===== src/rtl/core/burner_ignition_sequencer_unit_macros.svh =====
// Assertion macros for the burner ignition sequencer.
// Used by modules that include this header; relies on clk and rst in scope.
`ifndef BURNER_IGNITION_SEQUENCER_UNIT_MACROS_SVH
`define BURNER_IGNITION_SEQUENCER_UNIT_MACROS_SVH

// same-cycle implication
`define BIS_ASSERT_NOW(lbl, ante, cons) \
  lbl: assert property (@(posedge clk) disable iff (rst) (ante) |-> (cons)) \
    else $error("sequencer check failed");

// next-cycle implication
`define BIS_ASSERT_NEXT(lbl, ante, cons) \
  lbl: assert property (@(posedge clk) disable iff (rst) (ante) |=> (cons)) \
    else $error("sequencer check failed");

`endif


===== src/rtl/core/bis_pkg.sv =====
// Package for the burner ignition sequencer: state codes, drive bit
// positions, register indexes and the phase decode. No dependencies.
package bis_pkg;

  localparam int unsigned DELAY_WIDTH_DEF = 16;
  localparam int unsigned DELAY_MAX_W     = 32;
  localparam int unsigned CFG_W           = 16;
  localparam int unsigned DRIVE_W         = 8;
  localparam int unsigned PHASE_W         = 4;

  localparam logic [2:0] DAMPER_OFF  = 3'd7;
  localparam logic [2:0] DAMPER_LOW  = 3'd6;
  localparam logic [2:0] DAMPER_FULL = 3'd0;

  // drive word bit positions
  localparam int unsigned B_MGV    = 0;
  localparam int unsigned B_PILOT  = 1;
  localparam int unsigned B_BURNER = 2;
  localparam int unsigned B_BLOWER = 3;
  localparam int unsigned B_CW     = 4;
  localparam int unsigned B_CCW    = 5;
  localparam int unsigned B_IGN    = 6;
  localparam int unsigned B_BUZ    = 7;

  // register indexes (word address)
  localparam logic [2:0] REG_PURGE_ON  = 3'd0;
  localparam logic [2:0] REG_PURGE_OFF = 3'd1;
  localparam logic [2:0] REG_PILOT     = 3'd2;
  localparam logic [2:0] REG_IGNITER   = 3'd3;
  localparam logic [2:0] REG_RECHECK   = 3'd4;
  localparam logic [2:0] REG_SETTLE    = 3'd5;

  localparam logic [15:0] RST_PURGE_ON  = 16'd2000;
  localparam logic [15:0] RST_PURGE_OFF = 16'd2000;
  localparam logic [15:0] RST_PILOT     = 16'd1000;
  localparam logic [15:0] RST_IGNITER   = 16'd500;
  localparam logic [15:0] RST_RECHECK   = 16'd50;
  localparam logic [15:0] RST_SETTLE    = 16'd100;

  localparam logic [3:0] PH_CHECKS  = 4'd0;
  localparam logic [3:0] PH_HOMING  = 4'd1;
  localparam logic [3:0] PH_WAITING = 4'd2;
  localparam logic [3:0] PH_PURGE   = 4'd3;
  localparam logic [3:0] PH_IGNITE  = 4'd4;
  localparam logic [3:0] PH_BURNING = 4'd5;
  localparam logic [3:0] PH_RUNNING = 4'd6;
  localparam logic [3:0] PH_CLOSING = 4'd7;
  localparam logic [3:0] PH_CLOSED  = 4'd8;

  typedef enum logic [4:0] {
    S_CHK_STOP, S_CHK_THI, S_CHK_TLO, S_CHK_GAS,
    S_WAIT_OFF, S_SETTLE, S_WAIT_D0, S_WAIT_START,
    S_WAIT_D100, S_BLOWER_ON, S_BLOWER_OFF, S_WAIT_D5,
    S_BLOWER2, S_CHECK_MGV, S_PILOT, S_IGNITER,
    S_WAIT_D100B, S_RUN, S_RUN_RECHECK, S_WAIT_DOFF,
    S_CLOSED, S_CLOSED_RECHECK
  } seq_state_t;

  // decision of one tick, handed from next-state logic to drive logic
  typedef struct packed {
    logic       go;
    seq_state_t target;
    logic       buz_wr;
    logic       buz_val;
    logic       force_close;
  } step_t;

  function automatic logic [PHASE_W-1:0] phase_of(input seq_state_t s);
    logic [PHASE_W-1:0] p;
    p = PH_CLOSED;
    case (s) inside
      [S_CHK_STOP:S_CHK_GAS]:      p = PH_CHECKS;
      [S_WAIT_OFF:S_WAIT_D0]:      p = PH_HOMING;
      S_WAIT_START:                p = PH_WAITING;
      [S_WAIT_D100:S_BLOWER_OFF]:  p = PH_PURGE;
      [S_WAIT_D5:S_IGNITER]:       p = PH_IGNITE;
      S_WAIT_D100B:                p = PH_BURNING;
      [S_RUN:S_RUN_RECHECK]:       p = PH_RUNNING;
      S_WAIT_DOFF:                 p = PH_CLOSING;
      default:                     p = PH_CLOSED;
    endcase
    return p;
  endfunction

endpackage


===== src/rtl/core/burner_ignition_sequencer_unit.sv =====
// Burner ignition sequencer top level: sequencer state, timers, APB registers
// and the output skid stage. Depends on bis_pkg and the assertion macro header.
// Latency: a result appears on m_tdata the cycle after its tick word is taken,
// later only while an earlier word still waits on m_tready.
// Throughput: one tick word per cycle; s_tready drops only while the skid word is held.
// Reset (rst, synchronous): sequencer to the stop check, timer and stop flags
// cleared, all drives off, registers to their defaults, output stage empty.
`include "burner_ignition_sequencer_unit_macros.svh"

module burner_ignition_sequencer_unit
  import bis_pkg::*;
#(
  parameter int unsigned DELAY_WIDTH = DELAY_WIDTH_DEF
) (
  input  logic        clk,
  input  logic        rst,
  input  logic        s_tvalid,
  output logic        s_tready,
  // [2:0] damper_code, [3] start_n, [4] stop_level, [5] stop_edge,
  // [6] temp_high, [7] temp_low, [8] gas_pressure_n, [15:9] zero
  input  logic [15:0] s_tdata,
  output logic        m_tvalid,
  input  logic        m_tready,
  // [0] main_gas_valve, [1] pilot_valve, [2] burner_valve, [3] blower_on,
  // [4] damper_cw, [5] damper_ccw, [6] igniter, [7] buzzer_on,
  // [11:8] phase, [15:12] zero
  output logic [15:0] m_tdata,
  input  logic        psel,
  input  logic        penable,
  input  logic        pwrite,
  input  logic [4:0]  paddr,
  input  logic [31:0] pwdata,
  output logic [31:0] prdata,
  output logic        pready
);

  // ---------------------------------------------------------------- registers
  logic [CFG_W-1:0] purge_on_ticks, purge_off_ticks, pilot_ticks;
  logic [CFG_W-1:0] igniter_ticks, recheck_ticks, settle_ticks;
  logic [2:0]       reg_idx;
  logic             reg_wr;

  assign pready  = 1'b1;
  assign reg_idx = paddr[4:2];
  assign reg_wr  = psel & penable & pwrite & pready;

  always_ff @(posedge clk) begin
    if (rst) begin
      purge_on_ticks  <= RST_PURGE_ON;
      purge_off_ticks <= RST_PURGE_OFF;
      pilot_ticks     <= RST_PILOT;
      igniter_ticks   <= RST_IGNITER;
      recheck_ticks   <= RST_RECHECK;
      settle_ticks    <= RST_SETTLE;
    end else if (reg_wr) begin
      case (reg_idx)
        REG_PURGE_ON:  purge_on_ticks  <= pwdata[CFG_W-1:0];
        REG_PURGE_OFF: purge_off_ticks <= pwdata[CFG_W-1:0];
        REG_PILOT:     pilot_ticks     <= pwdata[CFG_W-1:0];
        REG_IGNITER:   igniter_ticks   <= pwdata[CFG_W-1:0];
        REG_RECHECK:   recheck_ticks   <= pwdata[CFG_W-1:0];
        REG_SETTLE:    settle_ticks    <= pwdata[CFG_W-1:0];
        default: ;
      endcase
    end
  end

  always_comb begin
    case (reg_idx)
      REG_PURGE_ON:  prdata = 32'(purge_on_ticks);
      REG_PURGE_OFF: prdata = 32'(purge_off_ticks);
      REG_PILOT:     prdata = 32'(pilot_ticks);
      REG_IGNITER:   prdata = 32'(igniter_ticks);
      REG_RECHECK:   prdata = 32'(recheck_ticks);
      REG_SETTLE:    prdata = 32'(settle_ticks);
      default:       prdata = '0;
    endcase
  end

  // saturate a tick setting into the timer range
  function automatic logic [DELAY_WIDTH-1:0] sat(input logic [CFG_W-1:0] v);
    logic [DELAY_MAX_W-1:0] ext;
    ext = DELAY_MAX_W'(v);
    if ((ext >> DELAY_WIDTH) != '0) return '1;
    return ext[DELAY_WIDTH-1:0];
  endfunction

  // ---------------------------------------------------------------- input word
  logic [2:0] damper_code;
  logic       start_n, stop_level, stop_edge, temp_high, temp_low, gas_pressure_n;
  logic       in_acc;

  assign damper_code    = s_tdata[2:0];
  assign start_n        = s_tdata[3];
  assign stop_level     = s_tdata[4];
  assign stop_edge      = s_tdata[5];
  assign temp_high      = s_tdata[6];
  assign temp_low       = s_tdata[7];
  assign gas_pressure_n = s_tdata[8];

  // ---------------------------------------------------------------- sequencer
  seq_state_t             seq_state, seq_state_next;
  logic [DELAY_WIDTH-1:0] delay_count, delay_count_next, delay_dec;
  logic                   stop_armed, stop_armed_next;
  logic                   stop_pending, stop_pending_next;
  logic [DRIVE_W-1:0]     drive_outputs, drive_outputs_next;
  step_t                  step;
  logic                   done, boundary, pend_v;

  assign delay_dec = (delay_count != '0) ? delay_count - 1'b1 : delay_count;
  assign done      = (delay_dec == '0);

  // next state, timer and stop handling
  always_comb begin
    step             = '0;
    step.target      = seq_state;
    boundary         = 1'b1;
    delay_count_next = delay_count;
    pend_v           = stop_pending | (stop_edge & stop_armed);
    stop_armed_next  = stop_armed & ~stop_edge;

    case (seq_state)
      S_CHK_STOP: begin
        step.buz_wr  = 1'b1;
        step.buz_val = stop_level;
        step.go      = ~stop_level;
        step.target  = S_CHK_THI;
      end
      S_CHK_THI: begin
        step.buz_wr  = 1'b1;
        step.buz_val = temp_high;
        step.go      = ~temp_high;
        step.target  = S_CHK_TLO;
      end
      S_CHK_TLO: begin
        step.buz_wr  = 1'b1;
        step.buz_val = temp_low;
        step.go      = ~temp_low;
        step.target  = S_CHK_GAS;
      end
      S_CHK_GAS: begin
        step.buz_wr  = 1'b1;
        step.buz_val = ~gas_pressure_n;
        step.go      = gas_pressure_n;
        step.target  = (damper_code == DAMPER_OFF) ? S_SETTLE : S_WAIT_OFF;
      end
      S_WAIT_OFF: begin
        step.go     = (damper_code == DAMPER_OFF);
        step.target = S_SETTLE;
      end
      S_SETTLE: begin
        delay_count_next = delay_dec;
        boundary         = done;
        step.go          = done;
        step.target      = S_WAIT_D0;
      end
      S_WAIT_D0: begin
        step.go     = (damper_code == DAMPER_LOW);
        step.target = S_WAIT_START;
      end
      S_WAIT_START: begin
        step.go     = ~start_n;
        step.target = S_WAIT_D100;
      end
      S_WAIT_D100: begin
        step.go     = (damper_code == DAMPER_FULL);
        step.target = S_BLOWER_ON;
      end
      S_BLOWER_ON: begin
        delay_count_next = delay_dec;
        boundary         = done;
        step.go          = done;
        step.target      = S_BLOWER_OFF;
      end
      S_BLOWER_OFF: begin
        delay_count_next = delay_dec;
        boundary         = done;
        step.go          = done;
        step.target      = S_WAIT_D5;
      end
      S_WAIT_D5: begin
        step.go     = (damper_code == DAMPER_LOW);
        step.target = S_BLOWER2;
      end
      S_BLOWER2: begin
        step.go     = 1'b1;
        step.target = S_CHECK_MGV;
      end
      S_CHECK_MGV: begin
        step.go     = ~gas_pressure_n;
        step.target = S_PILOT;
      end
      S_PILOT: begin
        delay_count_next = delay_dec;
        boundary         = done;
        step.go          = done;
        step.target      = S_IGNITER;
      end
      S_IGNITER: begin
        delay_count_next = delay_dec;
        boundary         = done;
        step.go          = done;
        step.target      = S_WAIT_D100B;
      end
      S_WAIT_D100B: begin
        step.go     = (damper_code == DAMPER_FULL);
        step.target = S_RUN;
      end
      S_RUN: begin
        step.go     = temp_high;
        step.target = S_RUN_RECHECK;
      end
      S_RUN_RECHECK: begin
        delay_count_next = delay_dec;
        boundary         = done;
        step.go          = done;
        step.target      = temp_high ? S_WAIT_DOFF : S_RUN;
      end
      S_WAIT_DOFF: begin
        step.go     = (damper_code == DAMPER_OFF);
        step.target = S_CLOSED;
      end
      S_CLOSED: begin
        step.go     = ~temp_low;
        step.target = S_CLOSED_RECHECK;
      end
      S_CLOSED_RECHECK: begin
        delay_count_next = delay_dec;
        boundary         = done;
        step.go          = done;
        step.target      = ~temp_low ? S_WAIT_START : S_CLOSED;
      end
      default: begin
        // unused code: back to the start-up checks, no entry actions
        step.go     = 1'b1;
        step.target = S_CHK_STOP;
      end
    endcase

    // timer loads and arming on entry
    if (step.go) begin
      case (step.target)
        S_SETTLE:         delay_count_next = sat(settle_ticks);
        S_BLOWER_ON:      delay_count_next = sat(purge_on_ticks);
        S_BLOWER_OFF:     delay_count_next = sat(purge_off_ticks);
        S_PILOT:          delay_count_next = sat(pilot_ticks);
        S_IGNITER:        delay_count_next = sat(igniter_ticks);
        S_RUN_RECHECK:    delay_count_next = sat(recheck_ticks);
        S_CLOSED_RECHECK: delay_count_next = sat(recheck_ticks);
        S_WAIT_D100:      stop_armed_next  = 1'b1;
        default: ;
      endcase
    end

    seq_state_next    = step.go ? step.target : seq_state;
    stop_pending_next = pend_v;
    // a pending stop lands on the next step boundary
    if (pend_v && boundary) begin
      step.force_close  = 1'b1;
      stop_pending_next = 1'b0;
      seq_state_next    = S_WAIT_DOFF;
    end
  end

  // drive outputs
  always_comb begin
    drive_outputs_next = drive_outputs;
    if (step.buz_wr) drive_outputs_next[B_BUZ] = step.buz_val;
    if (step.go) begin
      case (step.target)
        S_WAIT_OFF:   drive_outputs_next[B_CCW] = 1'b1;
        S_SETTLE:     drive_outputs_next[B_CCW] = 1'b0;
        S_WAIT_D0:    drive_outputs_next[B_CW]  = 1'b1;
        S_WAIT_START: drive_outputs_next[B_CW]  = 1'b0;
        S_WAIT_D100:  drive_outputs_next[B_CW]  = 1'b1;
        S_BLOWER_ON: begin
          drive_outputs_next[B_CW]     = 1'b0;
          drive_outputs_next[B_BLOWER] = 1'b1;
        end
        S_BLOWER_OFF: drive_outputs_next[B_BLOWER] = 1'b0;
        S_WAIT_D5:    drive_outputs_next[B_CCW]    = 1'b1;
        S_BLOWER2: begin
          drive_outputs_next[B_CCW]    = 1'b0;
          drive_outputs_next[B_BLOWER] = 1'b1;
        end
        S_CHECK_MGV:  drive_outputs_next[B_MGV]   = 1'b1;
        S_PILOT:      drive_outputs_next[B_PILOT] = 1'b1;
        S_IGNITER:    drive_outputs_next[B_IGN]   = 1'b1;
        S_WAIT_D100B: begin
          drive_outputs_next[B_IGN]    = 1'b0;
          drive_outputs_next[B_BURNER] = 1'b1;
          drive_outputs_next[B_CW]     = 1'b1;
        end
        S_RUN:        drive_outputs_next[B_CW] = 1'b0;
        S_WAIT_DOFF: begin
          drive_outputs_next        = '0;
          drive_outputs_next[B_CCW] = 1'b1;
        end
        S_CLOSED:     drive_outputs_next[B_CCW] = 1'b0;
        default: ;
      endcase
    end
    if (step.force_close) begin
      drive_outputs_next        = '0;
      drive_outputs_next[B_CCW] = 1'b1;
    end
  end

  always_ff @(posedge clk) begin
    if (rst) begin
      seq_state     <= S_CHK_STOP;
      delay_count   <= '0;
      stop_armed    <= 1'b0;
      stop_pending  <= 1'b0;
      drive_outputs <= '0;
    end else if (in_acc) begin
      seq_state     <= seq_state_next;
      delay_count   <= delay_count_next;
      stop_armed    <= stop_armed_next;
      stop_pending  <= stop_pending_next;
      drive_outputs <= drive_outputs_next;
    end
  end

  // ---------------------------------------------------------------- output stage
  logic [15:0] result, out_data, skid_data;
  logic        out_valid, skid_valid;

  assign result   = {4'b0, phase_of(seq_state_next), drive_outputs_next};
  assign s_tready = ~skid_valid;
  assign in_acc   = s_tvalid & s_tready;
  assign m_tvalid = out_valid;
  assign m_tdata  = out_data;

  always_ff @(posedge clk) begin
    if (rst) begin
      out_valid  <= 1'b0;
      skid_valid <= 1'b0;
    end else if (in_acc) begin
      if (out_valid && !m_tready) begin
        skid_valid <= 1'b1;
      end else begin
        out_valid <= 1'b1;
      end
    end else if (m_tready) begin
      if (skid_valid) begin
        skid_valid <= 1'b0;
      end else begin
        out_valid <= 1'b0;
      end
    end
  end

  always_ff @(posedge clk) begin
    if (in_acc) begin
      if (out_valid && !m_tready) begin
        skid_data <= result;
      end else begin
        out_data <= result;
      end
    end else if (m_tready && skid_valid) begin
      out_data <= skid_data;
    end
  end

  // ---------------------------------------------------------------- checks
  `BIS_ASSERT_NOW(a_skid_behind_out, skid_valid, out_valid)
  `BIS_ASSERT_NEXT(a_accept_gives_word, in_acc, m_tvalid)
  `BIS_ASSERT_NOW(a_burner_needs_gas, drive_outputs[B_BURNER],
    drive_outputs[B_MGV] && drive_outputs[B_PILOT])
  `BIS_ASSERT_NOW(a_damper_one_way, drive_outputs[B_CW], !drive_outputs[B_CCW])
  `BIS_ASSERT_NOW(a_pending_in_delay, stop_pending,
    seq_state == S_SETTLE || seq_state == S_BLOWER_ON ||
    seq_state == S_BLOWER_OFF || seq_state == S_PILOT ||
    seq_state == S_IGNITER || seq_state == S_RUN_RECHECK ||
    seq_state == S_CLOSED_RECHECK)

endmodule


===== config.mk =====
export PLATFORM = sky130hd
export DESIGN_NAME = burner_ignition_sequencer_unit
export DESIGN_NICKNAME = d
export VERILOG_FILES = /design/src/rtl/core/bis_pkg.sv /design/src/rtl/core/burner_ignition_sequencer_unit.sv
export VERILOG_INCLUDE_DIRS = /design/src /design/src/rtl/core
export SDC_FILE = /design/constraint.sdc
export NUM_CORES = 1
export LEC_CHECK = 0
export BUFFER_PORTS_ARGS = -buffer_cell sky130_fd_sc_hd__buf_2
export CAP_MARGIN = 20
export CORE_ASPECT_RATIO = 0.75
export CORE_MARGIN = 5
export CORE_UTILIZATION = 55
export CTS_BUF_LIST = sky130_fd_sc_hd__clkbuf_4
export DETAILED_ROUTE_END_ITERATION = 8
export GPL_ROUTABILITY_DRIVEN = 0
export PLACE_DENSITY = 0.76
export SLEW_MARGIN = 20
export SYNTH_ARGS = -nofsm -noshare
export SYNTH_HDL_FRONTEND = slang
export SYNTH_SLANG_ARGS = --single-unit

===== constraint.sdc =====
create_clock -name clk -period 5.4 [get_ports clk]
set_input_delay 0.54 -clock clk [delete_from_list [all_inputs] [get_ports clk]]
set_output_delay 0.54 -clock clk [all_outputs]
set_load 0.02 [all_outputs]

==> flow_summary.yaml <==
yosys:
  synth-edff-count: 24
  netlist_top_cells_area: "dfxtp_1, nand2_1, edfxtp_1"
  synthCells: 1128
  synth_area_um2: 8580
  synth_seq_cells: 153
  synth_area_per_cell_um2: 7.61
  synth.distinct_cells: 73
  synth_top_area_cell: "dfxtp_1"
  synthArstFlopShare: 0
  synthFlopType: "dfxtp_1"
  ys_warn_count: 0
  synth.top_cell.area_share: 0.301
  ys_seq_area_frac: 0.385
cts:
  clock-sinks: 153
  root_buffer: "clkbuf_4"
  htreeDepth: 4
  insertion_delay_ns: 0.59
  cts_buffer_depth: 2
  cts-resized-gates: 0
  cts_tree: "done"
  cts_buffers: 17
  clk_pin_slew_ns: 0.16
  hold_buffers: 0
  cts_setup_buffers: 0
grt:
  grt_pass1_vias: 7823
  grt_start_max_net_pins: 75
  antenna_found_initial: 0
  grt_pass1_wl_um: 42200
  grt_usage: 0.284
  overflow: 0
cells_and_area:
  n_antenna_cell: 0
  layout_common_cells: "nand2_1, dfxtp_1, a21oi_1"
  drive_gt1_frac: 0.122
  nNetsFinal: 1204
  final_core_util: 0.603
  final_common_cell: "nand2_1"
  area_growth_pct: 7.32
  fill_cells: 1408
routing:
  vias_per_cell: 6.39
  vias: 8691
  drc: 0
  dr.pass1.iters: 5
  first_iter_violations: 1139
  final_antenna_net_count: 0
  wirelength_um: 26700
  routedWlPerCell_um: 19.6
timing:
  final.min_clock_period_ns: 4.42
  rsz0062_at_grt: "false"
  fmax_mhz: 226
  slew_headroom: 0.227
  finalSetupTns_ns: 0
  hold_violations: 0
  finClkSkew_ns: 0.0161
  min_period_over_period: 0.819
  setup_viol: 0
  slew_viol_final: 0
  hold_ws_ns: 0.219
  setup_ws_ns: 0.977
  worst_pin_slew_ns: 1.16
setup_path:
  worst-endpoint-required_ns: 5.74
  end_kind: "flop"
  cp_max_fo: 12
  start_kind: "flop"
  cp_data_arrival_time_ns: 4.76
  worstSetupPathType: "flop to flop"
floorplan:
  core_um2: 15300
  die_area_um2: 18200
  ios: 111
  die_width_um: 154
  die_h_um: 118
  rows: 39
  initial_core_util: 0.562
outcome:
  status: "completed"
placed_design:
  dp_hpwl_um: 17200
  place_ws_ns: 1.07
  portBuffers: 64
pwr:
  fin_total_pwr_mw: 2.45
  ir_drop_v: 0.000143
  power.density_nw_per_um2: 266
  leakagePower_nw: 3.43
worst_hold_path:
  min_path_type: "input port to flop"
job:
  max-cap-violations: 0
Yosys cell counts, types with 5 or more instances:
| master | instances |
|---|---|
| and2_0 | 5 |
| buf_1 | 6 |
| a31oi_1 | 7 |
| nand2_1 | 275 |
| or3_1 | 6 |
| o31ai_1 | 6 |
| o211ai_1 | 5 |
| edfxtp_1 | 24 |
| mux2i_1 | 8 |
| a22oi_1 | 75 |
| nor3_1 | 23 |
| a221oi_1 | 17 |
| a22o_1 | 11 |
| nand3b_1 | 32 |
| or2_2 | 7 |
| nand2b_1 | 6 |
| nor3b_1 | 5 |
| nand3_1 | 38 |
| a21o_1 | 5 |
| clkbuf_1 | 69 |
| a32oi_1 | 5 |
| a21oi_1 | 118 |
| nor2b_1 | 13 |
| o21ai_0 | 33 |
| o22ai_1 | 10 |
| a211oi_1 | 12 |
| buf_4 | 23 |
| dfxtp_1 | 129 |
| nor4_1 | 11 |
| nor2_1 | 60 |
| and2_1 | 7 |
| inv_1 | 14 |
worst paths after layout:
kind / from / endpoint / slack, ns / cells past startpoint
setup / recovery: delay_count[0] / skid_data[8] / 0.98 / 12
hold / removal: pwdata[0] / recheck_ticks[0] / 0.22 / 3
setup reg to reg: delay_count[0] / skid_data[8] / 0.98 / 12
hold reg to reg: drive_outputs[7] / drive_outputs[7] / 0.48 / 2
metrics by stage:
| stage | instance area, µm² | instances |
|---|---|---|
| after floorplan | 8650 | 1147 |
| after global placement | 8900 | 1329 |
| after detailed placement | 8900 | 1329 |
| after CTS | 9210 | 1361 |
| after global routing | 9210 | 1361 |
| final | 9210 | 1361 |
metal layers:
metal,track usage,vias up,wire (µm)
li1,-,4052,-
met1,0.413,4061,12000
met2,0.399,521,11200
met3,0.0913,57,3030
met4,0.0927,0,465
met5,0,-,0
worst max-delay path, cell delays in order, from the launching register on:
cell and delay [ns]:
dfxtp_1 0.38, inv_1 0.09, ha_1 0.25, or4b_4 0.51, nor4_4 0.38, nand2_1 0.13, a211o_1 0.32, or4_4 0.57
o31ai_4 0.56, mux2i_1 0.51, nor2_1 0.10, a211oi_1 0.25, o31ai_1 0.13
sequential cells by signal (all words and copies together), names as in the netlist:
| signal | count |
|---|---|
| seq_state | 5 |
| recheck_ticks | 16 |
| settle_ticks | 16 |
| purge_off_ticks | 16 |
| m_tdata | 12 |
| drive_outputs | 8 |
| skid_valid | 1 |
| m_tvalid | 1 |
| delay_count | 16 |
| stop_armed | 1 |
| stop_pending | 1 |
| igniter_ticks | 16 |
| purge_on_ticks | 16 |
| pilot_ticks | 16 |
| skid_data | 12 |
final cells by class:
| cell class | count | area (µm²) | share of cell area |
|---|---|---|---|
| clock buffer | 19 | 143 | 0.0155 |
| sequential | 153 | 3300 | 0.359 |
| timing repair buffer | 81 | 450 | 0.0489 |
| multi-input combinational | 876 | 4840 | 0.526 |
| tap | 205 | 256 | 0.0279 |
| inverter | 14 | 52.6 | 0.00571 |
| clock inverter | 13 | 161 | 0.0175 |
power breakdown:
| part | switching [mW] | leakage [nW] | total (mW) | internal, mW |
|---|---|---|---|---|
| clock | 0.471 | 0.165 | 0.771 | 0.300 |
| sequential | 0.0322 | 1.28 | 1.22 | 1.18 |
| combinational | 0.300 | 1.99 | 0.463 | 0.164 |
| total | 0.803 | 3.43 | 2.45 | 1.65 |
cell families after synthesis:
logic type	synth area share
simple gates	0.274
xor+xnor	0.00510
fa+ha+maj	0.00146
mux	0.0150
compound gates	0.254
flops	0.385
other cells	0.000875
buf+inv	0.0640
(Power assumes the default switching activity.)
